## src/rycc_pkg.sv

```systemverilog
// Shared types and fixed-point constants for the RGB to YCbCr converter.
// No dependencies; used by rycc_convert and rgb_to_ycbcr_convert_core.
`default_nettype none

package rycc_pkg;

   localparam int PIX_W     = 8;
   localparam int FRAC_BITS = 16;
   // 8-bit pixel times 17-bit coefficient, three terms plus offset, plus sign
   localparam int ACC_W     = 27;

   typedef logic signed [ACC_W-1:0] acc_type;

   // Coefficients in signed Q.16
   localparam acc_type KY_R  = acc_type'(19595);
   localparam acc_type KY_G  = acc_type'(38470);
   localparam acc_type KY_B  = acc_type'(7471);
   localparam acc_type KCB_R = -acc_type'(11049);
   localparam acc_type KCB_G = -acc_type'(21699);
   localparam acc_type KCB_B = acc_type'(32748);
   localparam acc_type KCR_R = acc_type'(32755);
   localparam acc_type KCR_G = -acc_type'(27427);
   localparam acc_type KCR_B = -acc_type'(5328);

   localparam acc_type ROUND_HALF    = acc_type'(1) <<< (FRAC_BITS - 1);
   localparam acc_type CHROMA_OFFSET = acc_type'(128) <<< FRAC_BITS;

   typedef struct packed {
      logic [PIX_W-1:0] red;
      logic [PIX_W-1:0] green;
      logic [PIX_W-1:0] blue;
   } rgb_type;

   typedef struct packed {
      logic [PIX_W-1:0] luma;
      logic [PIX_W-1:0] chroma_blue;
      logic [PIX_W-1:0] chroma_red;
   } ycc_type;

endpackage

`default_nettype wire

```

## src/rycc_convert.sv

```systemverilog
// Combinational color matrix: three constant multiply-accumulates,
// round half up and clamp to 0..255. Depends on rycc_pkg.
`default_nettype none

module rycc_convert (
   input  wire rycc_pkg::rgb_type pix_rgb,
   output rycc_pkg::ycc_type      pix_ycc
);

   function automatic logic [rycc_pkg::PIX_W-1:0] round_clamp(input rycc_pkg::acc_type acc);
      logic [rycc_pkg::PIX_W-1:0] res;
      if (acc[rycc_pkg::ACC_W-1]) begin
         res = '0;
      end else if (|acc[rycc_pkg::ACC_W-2:rycc_pkg::FRAC_BITS+rycc_pkg::PIX_W]) begin
         res = '1;
      end else begin
         res = acc[rycc_pkg::FRAC_BITS+rycc_pkg::PIX_W-1:rycc_pkg::FRAC_BITS];
      end
      return res;
   endfunction

   rycc_pkg::acc_type r_ext;
   rycc_pkg::acc_type g_ext;
   rycc_pkg::acc_type b_ext;
   rycc_pkg::acc_type y_acc;
   rycc_pkg::acc_type cb_acc;
   rycc_pkg::acc_type cr_acc;

   localparam int PAD_W = rycc_pkg::ACC_W - rycc_pkg::PIX_W;

   assign r_ext = rycc_pkg::acc_type'({{PAD_W{1'b0}}, pix_rgb.red});
   assign g_ext = rycc_pkg::acc_type'({{PAD_W{1'b0}}, pix_rgb.green});
   assign b_ext = rycc_pkg::acc_type'({{PAD_W{1'b0}}, pix_rgb.blue});

   // Rounding half is folded into each sum
   assign y_acc  = r_ext * rycc_pkg::KY_R + g_ext * rycc_pkg::KY_G
                 + b_ext * rycc_pkg::KY_B + rycc_pkg::ROUND_HALF;
   assign cb_acc = r_ext * rycc_pkg::KCB_R + g_ext * rycc_pkg::KCB_G
                 + b_ext * rycc_pkg::KCB_B + rycc_pkg::CHROMA_OFFSET + rycc_pkg::ROUND_HALF;
   assign cr_acc = r_ext * rycc_pkg::KCR_R + g_ext * rycc_pkg::KCR_G
                 + b_ext * rycc_pkg::KCR_B + rycc_pkg::CHROMA_OFFSET + rycc_pkg::ROUND_HALF;

   assign pix_ycc.luma        = round_clamp(y_acc);
   assign pix_ycc.chroma_blue = round_clamp(cb_acc);
   assign pix_ycc.chroma_red  = round_clamp(cr_acc);

endmodule

`default_nettype wire

```

## src/rgb_to_ycbcr_convert_core.sv

```systemverilog
// RGB to YCbCr (BT.601 coefficients) converter, one pixel per request.
// Input reg, then result reg; the result register frees each cycle it is taken.
// Throughput: 1 request per cycle while rsp_stall is low.
// Reset: synchronous, active high; clears both valid flags, payload regs not reset.
// Depends on rycc_pkg and rycc_convert.
`default_nettype none

module rgb_to_ycbcr_convert_core (
   input  wire        clock,
   input  wire        reset,
   // request channel
   input  wire        req_valid,
   output logic       req_stall,
   input  wire  [7:0] req_red,
   input  wire  [7:0] req_green,
   input  wire  [7:0] req_blue,
   // result channel
   output logic       rsp_valid,
   input  wire        rsp_stall,
   output logic [7:0] rsp_luma,
   output logic [7:0] rsp_chroma_blue,
   output logic [7:0] rsp_chroma_red
);

   // Input stage: holds the accepted request pixel
   logic              in_valid_ff;
   logic              in_valid_in;
   rycc_pkg::rgb_type in_pix_ff;
   rycc_pkg::rgb_type in_pix_in;

   // Result stage
   logic              out_valid_ff;
   logic              out_valid_in;
   rycc_pkg::ycc_type out_pix_ff;
   rycc_pkg::ycc_type out_pix_in;
   rycc_pkg::ycc_type conv_pix;

   logic out_load;   // result register takes the input stage this cycle
   logic req_take;   // request accepted this cycle

   // Result register is free when empty or being drained this cycle
   assign out_load  = in_valid_ff && (!out_valid_ff || !rsp_stall);
   // Input stage can take a new pixel when empty or moving forward
   assign req_stall = in_valid_ff && !out_load;
   assign req_take  = req_valid && !req_stall;

   rycc_convert u_convert (
      .pix_rgb (in_pix_ff),
      .pix_ycc (conv_pix)
   );

   always_comb begin
      in_valid_in = req_take || (in_valid_ff && !out_load);
      in_pix_in   = in_pix_ff;
      if (req_take) begin
         in_pix_in.red   = req_red;
         in_pix_in.green = req_green;
         in_pix_in.blue  = req_blue;
      end

      out_valid_in = out_load || (out_valid_ff && rsp_stall);
      out_pix_in   = out_load ? conv_pix : out_pix_ff;
   end

   always_ff @(posedge clock) begin
      if (reset) begin
         in_valid_ff  <= 1'b0;
         out_valid_ff <= 1'b0;
      end else begin
         in_valid_ff  <= in_valid_in;
         out_valid_ff <= out_valid_in;
      end
      in_pix_ff  <= in_pix_in;
      out_pix_ff <= out_pix_in;
   end

   assign rsp_valid       = out_valid_ff;
   assign rsp_luma        = out_pix_ff.luma;
   assign rsp_chroma_blue = out_pix_ff.chroma_blue;
   assign rsp_chroma_red  = out_pix_ff.chroma_red;

`ifndef NO_ASSERTIONS
   // A pixel moved into the result stage shows up as a valid result next cycle
   a_load_valid: assert property (@(posedge clock) disable iff (reset)
      out_load |=> out_valid_ff)
      else $error("result stage lost a loaded pixel");

   // The loaded result equals the conversion of the pixel held at load time
   a_load_data: assert property (@(posedge clock) disable iff (reset)
      out_load |=> (out_pix_ff == $past(conv_pix)))
      else $error("result stage data does not match conversion");

   // Requests are only stalled while the input stage holds a pixel
   a_stall_full: assert property (@(posedge clock) disable iff (reset)
      req_stall |-> in_valid_ff)
      else $error("request stalled with empty input stage");

   // Result taken and nothing behind it leaves the result stage empty
   a_drain: assert property (@(posedge clock) disable iff (reset)
      (out_valid_ff && !rsp_stall && !in_valid_ff) |=> !out_valid_ff)
      else $error("result repeated after being taken");
`endif

endmodule

`default_nettype wire
```

## config.mk

```make
export PLATFORM = sky130hd
export DESIGN_NAME = rgb_to_ycbcr_convert_core
export DESIGN_NICKNAME = d
export VERILOG_FILES = /design/src/rycc_pkg.sv /design/src/rycc_convert.sv /design/src/rgb_to_ycbcr_convert_core.sv
export SDC_FILE = /design/constraint.sdc
export NUM_CORES = 1
export LEC_CHECK = 0
export BUFFER_PORTS_ARGS = -buffer_cell sky130_fd_sc_hd__buf_2
export CAP_MARGIN = 40
export CORE_MARGIN = 5
export CORE_UTILIZATION = 30
export DETAILED_ROUTE_END_ITERATION = 8
export GPL_ROUTABILITY_DRIVEN = 0
export GPL_TIMING_DRIVEN = 0
export PLACE_DENSITY = 0.46
export SLEW_MARGIN = 40
export SYNTH_ARGS = -nofsm -noshare
export SYNTH_HDL_FRONTEND = slang
export SYNTH_SLANG_ARGS = --single-unit
```

## constraint.sdc

```tcl
create_clock -name clock -period 11.1 [get_ports clock]
set_clock_uncertainty 0.15 [all_clocks]
set_input_delay 1.665 -clock clock [delete_from_list [all_inputs] [get_ports clock]]
set_output_delay 1.665 -clock clock [all_outputs]
set_load 0.01 [all_outputs]
```

Yosys cells after proc, flatten, opt, wreduce, memory -nomap -nowiden
Cells that the tools add are included.
{ "word_totals": {"ff_bits": 50, "latchBits": 0, "mem_bits_rw": 0, "rom_bits": 0, "input_bits": 28, "mem_count": 0} }
{ "classes": {"n_addsub": 11, "n_mul": 9, "div_mod_pow": 0, "n_lt_le_gt_ge": 0, "eq_ne": 0, "shift": 0, "muxes": 3, "bitwise_logic": 0, "reduce_logical": 14} }
{ "ops": {"columns": ["op", "n"], "rows": [
  ["$add A27 B27 Y27", 6],
  ["$add A27 B17 Y27 const B", 3],
  ["$mul A8 B15 Y23 const B", 3],
  ["$add A27 B25 Y27 const B", 2],
  ["$mul A9 B16 Y25 const B", 2],
  ["$mul A8 B13 Y21 const B", 2],
  ["$mul A9 B15 Y24 const B", 1],
  ["$mux W8", 3],
  ["$mul A9 B10 Y19 const B", 1],
  ["$reduce_or A2 Y1", 3],
  ["$logic_and A1 B1 Y1", 4],
  ["$logic_not A1 Y1", 4],
  ["$logic_or A1 B1 Y1", 3]
]} }

Longest topological paths before layout
Gate-level depths: netlist of the first run.
{ "logic_depth": {"depth_word": 8, "depth_mapped": 30, "ltp_nobuf": 29} }

Cells and area by module
A second synthesis of the first run with hierarchy kept.
{ "hier_totals": {"cells_unflattened": 2380, "hier_area_um2": 23507.5} }
{ "modules_own_cells": {"columns": ["mod", "instances", "cells_per_inst", "area_each_um2"], "rows": [
  ["rycc_convert", 1, 2322, 21979.8],
  ["rgb_to_ycbcr_convert_core", 1, 58, 1527.7]
]} }

Worst setup path before layout of the first run
Ideal clock, no wire load.
{ "synth_timing": {"path_type": "reg2reg", "startpoint": "register in_pix_ff[4] (netlist bit)", "endpoint": "register out_pix_ff (netlist bit rsp_chroma_blue[7]) (data pin)", "arrival_ns": 7.346, "path_slack_ns": 3.344, "path_stages_with_launch": 27, "n_path_buf": 0, "period_less_slack_ns": 7.756, "cell_sequence": "edfxtp_1 > inv_1 > fa_1 > fa_1 > fa_1 > fa_1 > inv_1 > ha_1 > a21boi_1 > o21ai_1 > a21boi_1 > o21ai_1 > nand2b_1 > xnor2_1 > fa_1 > inv_1 > ha_1 > ha_1 > a21o_1 > a211o_1 > a22o_1 > o311a_1 > a311o_2 > a21oi_2 > nor2b_1 > or4_1 > o311a_1"} }
{ "synth_via": {"elab_chain_cells": 6} }
{ "synth_lines": {"columns": ["element", "line_no", "source"], "rows": [
  ["start, declared", "rgb_to_ycbcr_convert_core.sv:28", "rycc_pkg::rgb_type in_pix_ff;"],
  ["start signal, assigned", "rgb_to_ycbcr_convert_core.sv:73", "in_pix_ff <= in_pix_in;"],
  ["$mul A8 B13 Y21 (*)", "rycc_convert.sv:39", "+ b_ext * rycc_pkg::KCB_B + rycc_pkg::CHROMA_OFFSET + rycc_pkg::ROUND_HALF;"],
  ["$add A27 B27 Y27 (*)", "rycc_convert.sv:39", null],
  ["$add A27 B25 Y27 (*)", "rycc_convert.sv:39", null],
  ["$add A27 B17 Y27 (*)", "rycc_convert.sv:39", null],
  ["$reduce_or A2 Y1", "rycc_convert.sv:14", "end else if (|acc[rycc_pkg::ACC_W-2:rycc_pkg::FRAC_BITS+rycc_pkg::PIX_W]) begin"],
  ["$mux W8", "rycc_convert.sv:14", null],
  ["end signal, assigned", "rgb_to_ycbcr_convert_core.sv:74", "out_pix_ff <= out_pix_in;"],
  ["end, declared", "rgb_to_ycbcr_convert_core.sv:34", "rycc_pkg::ycc_type out_pix_ff;"]
]} }
Mark *: on every way between the ends. The rest lies on a longest branch, timed or not.
A chain may end at the register's enable or synchronous reset.

Worst setup path in the final report of the first run
{ "layout_timing": {"startpoint": "register in_pix_ff[23] (netlist bit)", "endpoint": "register out_pix_ff (netlist bit rsp_chroma_red[6]) (data pin)"} }
{ "layout_via": {"elab_chain_cells": 7} }
{ "layout_lines": {"columns": ["element", "line_no", "source"], "rows": [
  ["$mul A8 B15 Y23 (*)", "rycc_convert.sv:40", "assign cr_acc = r_ext * rycc_pkg::KCR_R + g_ext * rycc_pkg::KCR_G"],
  ["$add A27 B27 Y27 (*)", "rycc_convert.sv:40", null],
  ["$add A27 B27 Y27 (*)", "rycc_convert.sv:41", "+ b_ext * rycc_pkg::KCR_B + rycc_pkg::CHROMA_OFFSET + rycc_pkg::ROUND_HALF;"],
  ["$add A27 B25 Y27 (*)", "rycc_convert.sv:41", null],
  ["$add A27 B17 Y27 (*)", "rycc_convert.sv:41", null],
  ["$reduce_or A2 Y1", "rycc_convert.sv:14", null],
  ["$mux W8", "rycc_convert.sv:14", null]
]} }
Marked as above.

==> results.md, run 1 <==
CTS:
- Once the clock tree was built, the resizer swapped 0 gates to a different size.
- The clock root buffer master is clkbuf_16.
- The clock edge transition at the registers on the reported setup and hold paths is around 0.1 ns.
- In this run the number of H-tree levels came out at 2.
- For this design, the CTS-stage hold fixing added 0 buffers.
- The latest clock arrival within the worst-skew pair is roughly 0.36 ns.
- The clock sink total is 50.
- The number of buffers on the longest clock path is 2.
- The TritonCTS buffer count is 5.
- The number of setup buffers added after CTS is 0.
- TritonCTS built the clock tree.

Drt:
- The DRC marker count from the first detailed-route iteration is 741.
- The pre-antenna-repair detailed-routing pass consisted of 5 iterations.
- The routed via count divided by cell count is 4.724.
- For this run, design rule violations remaining after detail routing come to 0.
- The routed via count is 17670.
- The routed wire length is about 67000 um.
- The residual antenna-violating net count after detailed routing is 0.
- After detailed routing, the average wire length per cell comes to 17.86 um.

Synth:
- The number of nets handed over by synthesis was roughly 3600.
- In the synthesized netlist the dominant register cell turns out to be edfxtp_1.
- The area share of the leading cell type in the synthesized netlist is 30.31%.
- Counting flops with a built-in enable in the synthesized netlist gives 48.
- The post-synthesis async set-or-reset flop share is 0%.
- Synthesis instantiated 79 different standard cells from the library.
- The largest area contributor in the synthesized netlist is ha_1.
- The average size of a mapped cell is approximately 9.3 um^2.
- The post-synthesis cell count is 2609.
- After synthesis the netlist holds a flip-flop and latch count of 50.
- In the post-synthesis netlist, the biggest area contributors are ha_1, fa_1, inv_1, edfxtp_1, xnor2_1.
- The fraction of the yosys area taken by sequential cells is 6.093%.
- The cell area that synthesis handed to floorplanning was 24310 um^2.
- During synthesis, Yosys emitted a total of 0 warnings.

Critical path:
- The highest-delay cell along the critical path is edfxtp_1.
- The worst setup path is launched from a register.
- The maximum single-stage delay on the critical path is ~0.86 ns.
- The slack of the worst reg-to-reg path is 1.55 ns.
- The worst setup path is captured at a register.
- The launching point of the worst reg2reg path is in_pix_ff[23]$_DFFE_PP_.
- Counting stages on the worst path, the most repeated cell is ha_1.
- The maximum net fanout on the critical path is 12.
- Data on the critical path arrives at its endpoint at ~9.5 ns.
- The count of buffering cells on the critical path with inverters included is 4.
- STA puts the critical path data required time at 11.05 ns.
- Grouping stages by cell kind, the critical path spends the most delay in adder cells.
- The capturing point of the worst reg2reg path is rsp_chroma_red[6]$_SDFFCE_PP0P_.
- The path type of the worst setup path is reg2reg.
- Counting cells, the worst reg-to-reg path comes to 27.

Timing:
- The final setup TNS is 0 ns.
- Setup violations remaining at the end of the flow were counted as 0.
- The time the final worst path needs with I/O delays and setup is 9.545 ns.
- The measured slew at the worst slew-check pin is roughly 0.95 ns.
- Setup repair after global routing left no endpoint under its margin.
- The worst slew margin relative to its limit is between 30% and 40%.
- The worst path uses 86.00% of the clock period.
- Derived from the worst setup path, the maximum achievable clock frequency is 104.8 MHz.
- The count of final hold-check violations came to 0.
- The count of final max-slew check failures came to 0.

Global route:
- The number of antenna violations at the first check in global routing was 1.
- Entering global routing, the biggest net connects 18 pins.
- The wire length of the first global-routing pass is 104500 um.
- After global routing the overflow that remains totals 0.
- Global routing consumed, over all layers together, 15.58% of the routing resources.
- The via count of the first global-routing pass is approximately 19000.

Finish:
- The register cell area after layout is 1481 um^2.
- In the final design database the tool counted 3628 nets.
- The diode insertion count for antenna repair is 0.
- The multi-input combinational cells in the finished layout cover a total of 20560 um^2.
- The post-route netlist has 4.215% of its cells at a drive strength greater than 1.
- The count of fill cells added during filler insertion is 8414.
- The area growth from synthesis to layout is 8.094%.

Floorplan:
- The die height is 294.7 um.
- The count of standard-cell rows is 104.
- The area of the core is 80420 um^2.
- Once the floorplan was initialized, standard cells occupied 30.24% of the core.
- The die area is 86840 um^2.
- The floorplan step set the die width to 294.7 um.
- The count of boundary I/O pins is between 50 and 60.

Min path:
- Counting instances, the worst hold path has a depth of 2.
- The worst hold endpoint is rsp_valid$_SDFF_PP0_.
- The path type of the worst min-delay path is reg2reg.
- The start point of the worst min-delay path is in_valid_ff$_SDFF_PP0_.

Placement:
- The detailed placement HPWL is roughly 60000 um.
- The count of buffers added on input and output ports is 53.

Run status:
- The run finished with clean final reports.

Flow run:
- The max-cap violation count is 0.
## per-stage QoR
step                hold WS, ns  worst slack (ns)  area, um^2  util (%)  cells
floorplan                0.2951             3.344       24310         -   2609
global route             0.4466             1.025       26280     32.68   3741
CTS                      0.3884             1.468       26210     32.59   3738
global placement         0.3140             1.443       25910     32.21   3722
detailed placement       0.3684             1.520       26050     32.39   3730
finish                   0.3909             1.555       26280     32.68   3741
## worst max-delay path by stage
stage	from	to	slack (ns)	depth (start not counted)
floorplan	in_pix_ff[4]$_DFFE_PP_	rsp_chroma_blue[7]$_SDFFCE_PP0P_	3.34	26
global placement	in_pix_ff[22]$_DFFE_PP_	rsp_chroma_red[5]$_SDFFCE_PP0P_	1.44	27
detailed placement	in_pix_ff[23]$_DFFE_PP_	rsp_chroma_red[6]$_SDFFCE_PP0P_	1.52	27
CTS	in_pix_ff[23]$_DFFE_PP_	rsp_chroma_red[6]$_SDFFCE_PP0P_	1.47	27
global route	in_pix_ff[22]$_DFFE_PP_	rsp_chroma_red[6]$_SDFFCE_PP0P_	1.02	28
finish	in_pix_ff[23]$_DFFE_PP_	rsp_chroma_red[6]$_SDFFCE_PP0P_	1.55	27
## flip-flops by register name (all words and copies together), names as in the netlist
register,cells
rsp_chroma_blue,8
rsp_chroma_red,8
in_pix_ff,24
rsp_valid,1
rsp_luma,8
in_valid_ff,1
## tightest hold or removal path: stages, from the launching register on
cell and delay [ns]:
dfxtp_1 0.37, a21oi_1 0.06, nor2_1 0.08
## Yosys cell counts, drive strengths merged, types with 3 or more instances
master	count
ha	589
xnor2	119
o21ai	62
a211oi	17
or2	21
a2111oi	4
nand2b	22
o2111ai	5
o311ai	6
a21oi	129
a21o	42
o211ai	13
nor3b	4
mux2i	3
nand3	31
a211o	8
edfxtp	48
nor3	48
nand4	5
a31o	7
nor2b	19
o31a	3
or3	11
and2	5
o21bai	17
a311o	4
fa	331
a41o	3
a31oi	11
inv	621
nor4	4
and3	26
xor2	73
nor2	118
nand2	81
o31ai	6
a41oi	3
a21boi	7
o41ai	7
clkbuf	4
o21a	37
## layout make-up
class / instances / share of cell area (%)
Clock inverter: 2 / 0.1428
Tap cell: 1060 / 5.046
Buffer: 4 / 0.05713
Multi-Input combinational cell: 1934 / 78.22
Sequential cell: 50 / 5.636
Timing Repair Buffer: 64 / 1.538
Clock buffer: 6 / 0.4903
Inverter: 621 / 8.869
## logic make-up after synthesis
family                     after synthesis  share of synthesized area (%)
and+or+nand+nor                        405                          8.156
DFF                                     50                          6.093
adders and majority gates              920                          57.56
muxes                                    5                         0.2676
xor gates and xnor gates               192                          6.947
AOI/OAI and AO/OA                      412                          11.33
buffers and inverters                  625                          9.649
## cells in the final DEF (no fill, tap or decap), types with 6 or more instances in the layout
cell      netlist  layout
o21ai_0        30      30
edfxtp_1       48      48
o41ai_1         7       7
nor2b_1        18      17
a21o_1         42      42
xnor2_1       118     113
ha_1          589     589
nand2_1        81      81
xnor2_2         1       6
a21oi_1       128     128
buf_6           0       7
nand3_1        31      31
xor2_1         73      72
buf_2           0      53
a31o_1          6       6
o21bai_1       17      17
and3_1         25      25
fa_1          331     331
nor3_1         48      48
o211ai_1       13      13
a21boi_1        6       6
o31ai_1         6       6
or2_2          18      18
nor2_1        118     118
a211o_1         8       8
o21a_1         37      37
a211oi_1       17      17
a31oi_1        10      10
o21ai_1        32      32
inv_1         621     621
nand2b_1       21      21
or3_1          11      11
## metal layers
metal / track usage, % / routed length [um]
met1: 21.31 / 31830
met2: 26.09 / 30790
met3: 2.336 / 2532
met4: 3.671 / 1653
met5: 0 / 0
Power of run 1 is left out: the tool's default activity adds up to more than one toggle a clock period on the data nets, which glitch-free logic cannot reach.
==> run 2: changes to the inputs <==
--- a/config.mk
+++ b/config.mk
@@ -12,7 +12,7 @@
 export DETAILED_ROUTE_END_ITERATION = 8
 export GPL_ROUTABILITY_DRIVEN = 0
 export GPL_TIMING_DRIVEN = 0
-export PLACE_DENSITY = 0.46
+export PLACE_DENSITY = 0.55
 export SLEW_MARGIN = 40
 export SYNTH_ARGS = -nofsm -noshare
 export SYNTH_HDL_FRONTEND = slang
==> results.md, run 2 (same netlist as run 1, synthesis figures left out) <==
Run status:
- The run finished with clean final reports.

Drt:
- The number of optimization iterations in the first detailed-route pass is 5 (unchanged).
- The routed via count divided by cell count is 4.606 (-2.5%).
- The routed via count came to 17210 (-2.6%).
- The detailed-route DRC error count is 0 (unchanged).
- The DRC marker count from the first detailed-route iteration came to 789 (+6.5%).
- The routed wire length is 62530 um (-6.4%).
- The residual antenna-violating net count after detailed routing is 0 (unchanged).
- The average wire length per cell after detail routing is 16.73 um (-6.3%).

Critical path:
- The cell occurring most often along the worst timing path is ha_1.
- The path type of the worst setup path is reg2reg.
- The data arrival time of the critical path is 9.19 ns (-0.30 ns).
- The element type at the critical path end is a register.
- Among all stages on the critical path, the largest delay is contributed by edfxtp_1.
- The cell type group with the largest total delay on the critical path is adder cells.
- STA classifies the critical path startpoint as a register.
- The count of buffering cells on the critical path with inverters included is 5 (+1).
- The slack of the worst reg-to-reg path is 1.86 ns (+0.30 ns).
- The maximum net fanout on the critical path is 13 (+1).
- The endpoint required time on the critical path is 11.04 ns (about the same).
- The maximum single-stage delay on the critical path came to 0.90 ns (+0.04 ns).

Finish:
- The most common cell after layout, fill and taps aside is inv_1.
- In the layout the commonest cells are inv_1, ha_1, fa_1.
- The register with the most flip-flops is in_pix_ff.
- The number of non-filler instances in the completed layout is 3737 (-0.11%).
- The count of fill cells added during filler insertion is 8430 (+0.19%).
- The final net count came to 3624 (-0.11%).
- The diode insertion count for antenna repair is 0 (unchanged).
- The fraction of layout cells with a size suffix above 1 is 3.997% (-0.22 points).
- The flip-flop count of the largest register, all copies and words added is 24 (unchanged).
- From synthesis to final layout, the design area changed by 7.750%.

Timing:
- The count of final hold-check violations was 0 (unchanged).
- The count of final max-slew check failures is 0 (unchanged).
- Setup repair after global routing left no endpoint under its margin.
- The number of setup violations in the final report is 0 (unchanged).
- The time the final worst path needs with I/O delays and setup is 9.245 ns (-0.3009 ns).
- The final setup TNS was 0 ns (unchanged).
- The final critical-path share of the clock period is 83.28% (-2.7 points).
- The worst slew margin relative to its limit is 34.00% (-2.4 points).
- The tightest hold margin is 0.3528 ns (-0.03809 ns).
- The measured slew at the worst slew-check pin is 0.9829 ns (+0.03506 ns).
- The highest clock rate was 108.2 MHz (+3.3%).

Floorplan:
- The count of standard-cell rows came to 104 (unchanged).
- The die height is 294.7 um (unchanged).
- The starting density of the core is 30.24% (unchanged).
- The die area is 86840 um^2 (unchanged).
- The horizontal die dimension was 294.7 um (unchanged).
- The count of boundary I/O pins is 54 (unchanged).
- The area of the core is 80420 um^2 (unchanged).

CTS:
- The number of levels the H-tree was split into came to 2 (unchanged).
- The count of buffers added by post-CTS timing repair for setup came to 0 (unchanged).
- The number of buffers on the longest clock path came to 2 (unchanged).
- The number of hold-repair buffers added at the cts stage was 0 (unchanged).
- The clock edge transition at the registers on the reported setup and hold paths came to 0.08 ns (-0.02 ns).
- The clock sink total came to 50 (unchanged).
- TritonCTS built the clock tree.
- The TritonCTS buffer count came to 5 (unchanged).
- The latest clock arrival within the worst-skew pair was 0.34 ns (-0.02 ns).
- Clock tree synthesis selected as its root buffer the cell clkbuf_16.
- The number of gates resized after CTS is 0 (unchanged).

Global route:
- The global routing usage summed across all routing layers was 14.72% (-0.86 points).
- The number of antenna violations at the first check in global routing is 0 (-1).
- The total congestion overflow came to 0 (unchanged).
- The global-route track usage on met2 came to 23.52% (-2.6 points).
- The largest net degree at the start of global routing was 17 (-1).
- The peak-usage layer in the global routing report is met2.
- The met1 track demand over resource is 20.70% (-0.61 points).
- The wire length of the first global-routing pass is 99420 um (-4.9%).
- The met3 global-route usage was 2.652% (+0.32 points).
- The via count of the first global-routing pass is 17690 (-5.4%).

Placement:
- The placed instance count is 3726 (-0.11%).
- The detailed placement HPWL came to 55860 um (-6.6%).
- The total of buffers placed on input and output ports is 53 (unchanged).

Min path:
- The path type of the worst min-delay path is reg2reg.

Flow run:
- The max-cap violation count is 0 (unchanged).
run 2: worst paths after layout:
kind                                                        end               startpoint  cells after the start
worst min-delay path                       rsp_valid$_SDFF_PP0_   in_valid_ff$_SDFF_PP0_                      2
worst max register to register  rsp_chroma_red[1]$_SDFFCE_PP0P_  in_pix_ff[22]$_DFFE_PP_                     30
worst min register to register             rsp_valid$_SDFF_PP0_   in_valid_ff$_SDFF_PP0_                      2
worst max-delay path            rsp_chroma_red[1]$_SDFFCE_PP0P_  in_pix_ff[22]$_DFFE_PP_                     30
run 2: through the flow:
| step | worst slack [ns] | cell area [um^2] | util (%) |
|---|---|---|---|
| final | 1.855 | 26200 | 32.58 |
| after CTS | 1.824 | 26140 | 32.50 |
| after global placement | 1.877 | 25910 | 32.21 |
| after global routing | 1.375 | 26200 | 32.58 |
| after detailed placement | 1.896 | 25990 | 32.32 |
| after floorplan | 3.344 | 24310 | - |
run 2: cell type report:
| class | instances | area, um^2 | area share, % |
|---|---|---|---|
| multi-input combinational | 1934 | 20540 | 78.41 |
| inverter | 621 | 2331 | 8.897 |
| sequential | 50 | 1481 | 5.655 |
| tap | 1060 | 1326 | 5.062 |
| timing repair buffer | 60 | 355.3 | 1.356 |
| clock buffer | 6 | 128.9 | 0.4919 |
| clock inverter | 2 | 17.52 | 0.06686 |
| buffer | 4 | 15.01 | 0.05731 |
run 2: tightest hold or removal path, delay by kind of cell, from the launching register on:
family,cells,cell delay [ns]
AO/OA/AOI/OAI,1,0.05
flip-flops,1,0.35
AND/OR/NAND/NOR,1,0.07
run 2: metal layers:
metal  vias to the layer above  routed length (um)
met4                         0                1536
li1                       8732                   -
met3                        39                2703
met5                         -                   0
met2                       241               27640
met1                      8200               30650
Power of run 2 is left out for the same reason.
==> run 3: changes to the inputs <==
==> constraint.sdc (replaced) <==
create_clock -name clock -period 9.21 [get_ports clock]
set_clock_uncertainty 0.15 [all_clocks]
set_input_delay 1.3815 -clock clock [delete_from_list [all_inputs] [get_ports clock]]
set_output_delay 1.3815 -clock clock [all_outputs]
set_load 0.01 [all_outputs]
==> results.md, run 3 (same netlist as run 1, synthesis figures left out) <==
Critical path:
- STA classifies the critical path endpoint as a register.
- By instance count, the cell type seen most on the critical path is ha_1.
- For this design, the slowest cell found on the critical path is edfxtp_1.
- The maximum single-stage delay on the critical path came to 0.79 ns (-0.11 ns).
- The path type of the worst setup path is reg2reg.
- The maximum net fanout on the critical path is 10 (-3).
- The logic depth of the worst register-to-register path is 26 (-13%).
- The data arrival time of the critical path is 8.62 ns (-0.57 ns).
- The endpoint required time on the critical path was 9.16 ns (-1.88 ns).
- In this run the critical register-to-register path is launched from in_pix_ff[20]$_DFFE_PP_.
- The slack of the worst reg-to-reg path is 0.54 ns (-1.32 ns).
- The worst setup path is launched from a register.
- In this run the worst setup path begins at in_pix_ff[20]$_DFFE_PP_.

Finish:
- The flip-flop count of the largest register, all copies and words added is 24 (unchanged).
- The utilization after layout is 32.65% (+0.075 points).
- The final cell area excluding filler cells is 26260 um^2 (+0.23%).
- The final net count is 3630 (+0.17%).
- The most common cell after layout, fill and taps aside is inv_1.
- Counting flops per register, the top entry is in_pix_ff.
- The diode insertion count for antenna repair is 0 (unchanged).
- From synthesis to final layout, the design area changed by 7.997%.
- The count of fill cells added during filler insertion is 8430 (unchanged).
- The library cells used most frequently in the layout, excluding fill and tap cells, are inv_1, ha_1, fa_1.
- The fraction of layout cells with a size suffix above 1 is 4.286% (+0.29 points).
- The number of non-filler instances in the completed layout was 3743 (+0.16%).

Placement:
- The total of buffers placed on input and output ports is 53 (unchanged).
- The instance area after placement is 25990 um^2 (unchanged).
- The placed instance count came to 3726 (unchanged).
- The detailed placement HPWL is 55860 um (unchanged).

CTS:
- The number of levels the H-tree was split into is 2 (unchanged).
- The CTS tree is built.
- The clock edge transition at the registers on the reported setup and hold paths is 0.08 ns (about the same).
- The clock sink total was 50 (unchanged).
- The TritonCTS buffer count is 5 (unchanged).
- The number of hold-repair buffers added at the cts stage came to 0 (unchanged).
- The number of buffers on the longest clock path is 2 (unchanged).
- The latest clock arrival within the worst-skew pair is 0.34 ns (about the same).
- The clock root buffer master is clkbuf_16.

Drt:
- The highest metal layer with signal wires is met4.
- The routed metal-1 wirelength came to 30570 um (-0.23%).
- The average wire length per cell after detail routing is 16.76 um (+0.15%).
- The residual antenna-violating net count after detailed routing came to 0 (unchanged).
- The detailed-routed wire length on met3 is 2783 um (+3.0%).
- The detailed-route DRC error count is 0 (unchanged).
- The routed via count is 17260 (+0.30%).
- The routed wire length is 62720 um (+0.31%).
- The number of optimization iterations in the first detailed-route pass came to 7 (+2).
- The routed via count divided by cell count was 4.612 (+0.14%).
- The routed length on met2 is 27730 um (+0.34%).
- The DRC marker count from the first detailed-route iteration is 771 (-2.3%).

Timing:
- The count of final max-slew check failures is 0 (unchanged).
- Setup repair after global routing left no endpoint under its margin.
- The number of setup violations in the final report is 0 (unchanged).
- The tightest hold margin is 0.3530 ns (+0.0002750 ns).
- The worst slew margin relative to its limit was 34.17% (+0.17 points).
- The time the final worst path needs with I/O delays and setup is 8.673 ns (-0.5714 ns).
- The count of final hold-check violations is 0 (unchanged).
- The highest clock rate is 115.3 MHz (+6.6%).
- The measured slew at the worst slew-check pin is 0.9804 ns (-0.002505 ns).
- The final critical-path share of the clock period is 94.17% (+11 points).

Floorplan:
- The die area was 86840 um^2 (unchanged).
- The count of boundary I/O pins is 54 (unchanged).
- The count of standard-cell rows was 104 (unchanged).
- The starting density of the core is 30.24% (unchanged).
- The area of the core is 80420 um^2 (unchanged).
- The die height is 294.7 um (unchanged).
- The horizontal die dimension was 294.7 um (unchanged).

Global route:
- The wire length of the first global-routing pass is 99550 um (+0.12%).
- The global routing usage summed across all routing layers is 14.74% (+0.024 points).
- The largest net degree at the start of global routing is 17 (unchanged).
- The number of antenna violations at the first check in global routing was 0 (unchanged).
- The total congestion overflow is 0 (unchanged).
- The via count of the first global-routing pass is 17700 (+0.062%).

Min path:
- The worst hold path begins at in_valid_ff$_SDFF_PP0_.
- In this run the worst hold path is classified as reg2reg.
- The cell depth of the worst hold path is 2 (unchanged).

Flow run:
- The max-cap violation count was 0 (unchanged).

Run status:
- The run finished with clean final reports.
[run 3: cell count changes in the layout (fill, tap and decap cells not counted), sizes merged]
| cell | before | now |
|---|---|---|
| buf | 60 | 66 |
[run 3: worst paths after layout]
kind | endpoint
worst min register to register | rsp_valid$_SDFF_PP0_
worst max register to register | rsp_chroma_red[1]$_SDFFCE_PP0P_
worst min-delay path | rsp_valid$_SDFF_PP0_
worst max-delay path | rsp_chroma_red[1]$_SDFFCE_PP0P_
[run 3: metal layers]
layer / vias to the layer above / GRT usage [%]
li1: 8740 / -
met1: 8223 / 20.72
met2: 257 / 23.52
met3: 43 / 2.683
met4: 0 / 3.751
met5: - / 0
[run 3: critical path: cells and delay by family, from the launching register on]
family / cells / cell delay, ns
flip-flops: 1 / 0.79
XOR/XNOR: 2 / 0.94
AND/OR/NAND/NOR: 4 / 0.65
buffers and inverters: 3 / 0.45
AO/OA/AOI/OAI: 9 / 2.17
adder cells (fa/ha/maj): 8 / 3.27
[run 3: layout make-up]
cell class              instances  area, um^2  area share [%]
inverters                     621        2331           8.877
repair buffers                 66       400.4           1.525
well taps                    1060        1326           5.051
flip-flops and latches         50        1481           5.642
plain buffers                   4       15.01         0.05718
clock buffers                   6       128.9          0.4908
multi-input cells            1934       20560           78.29
clock inverters                 2       17.52         0.06671
[run 3: what timing repair did]
action	CTS	global route
buffers inserted	1	5
resized for setup	0	2
setup endpoints to repair	8	8
cloned	0	0
[run 3: through the flow]
| stage | setup WS (ns) | setup TNS (ns) |
|---|---|---|
| detailed placement | 0.005708 | 0 |
| CTS | 0.03715 | 0 |
| global route | 0.04921 | 0 |
| floorplan | 1.454 | 0 |
| global placement | -0.01300 | -0.07618 |
| finish | 0.5368 | 0 |
Power of run 3 is left out for the same reason.
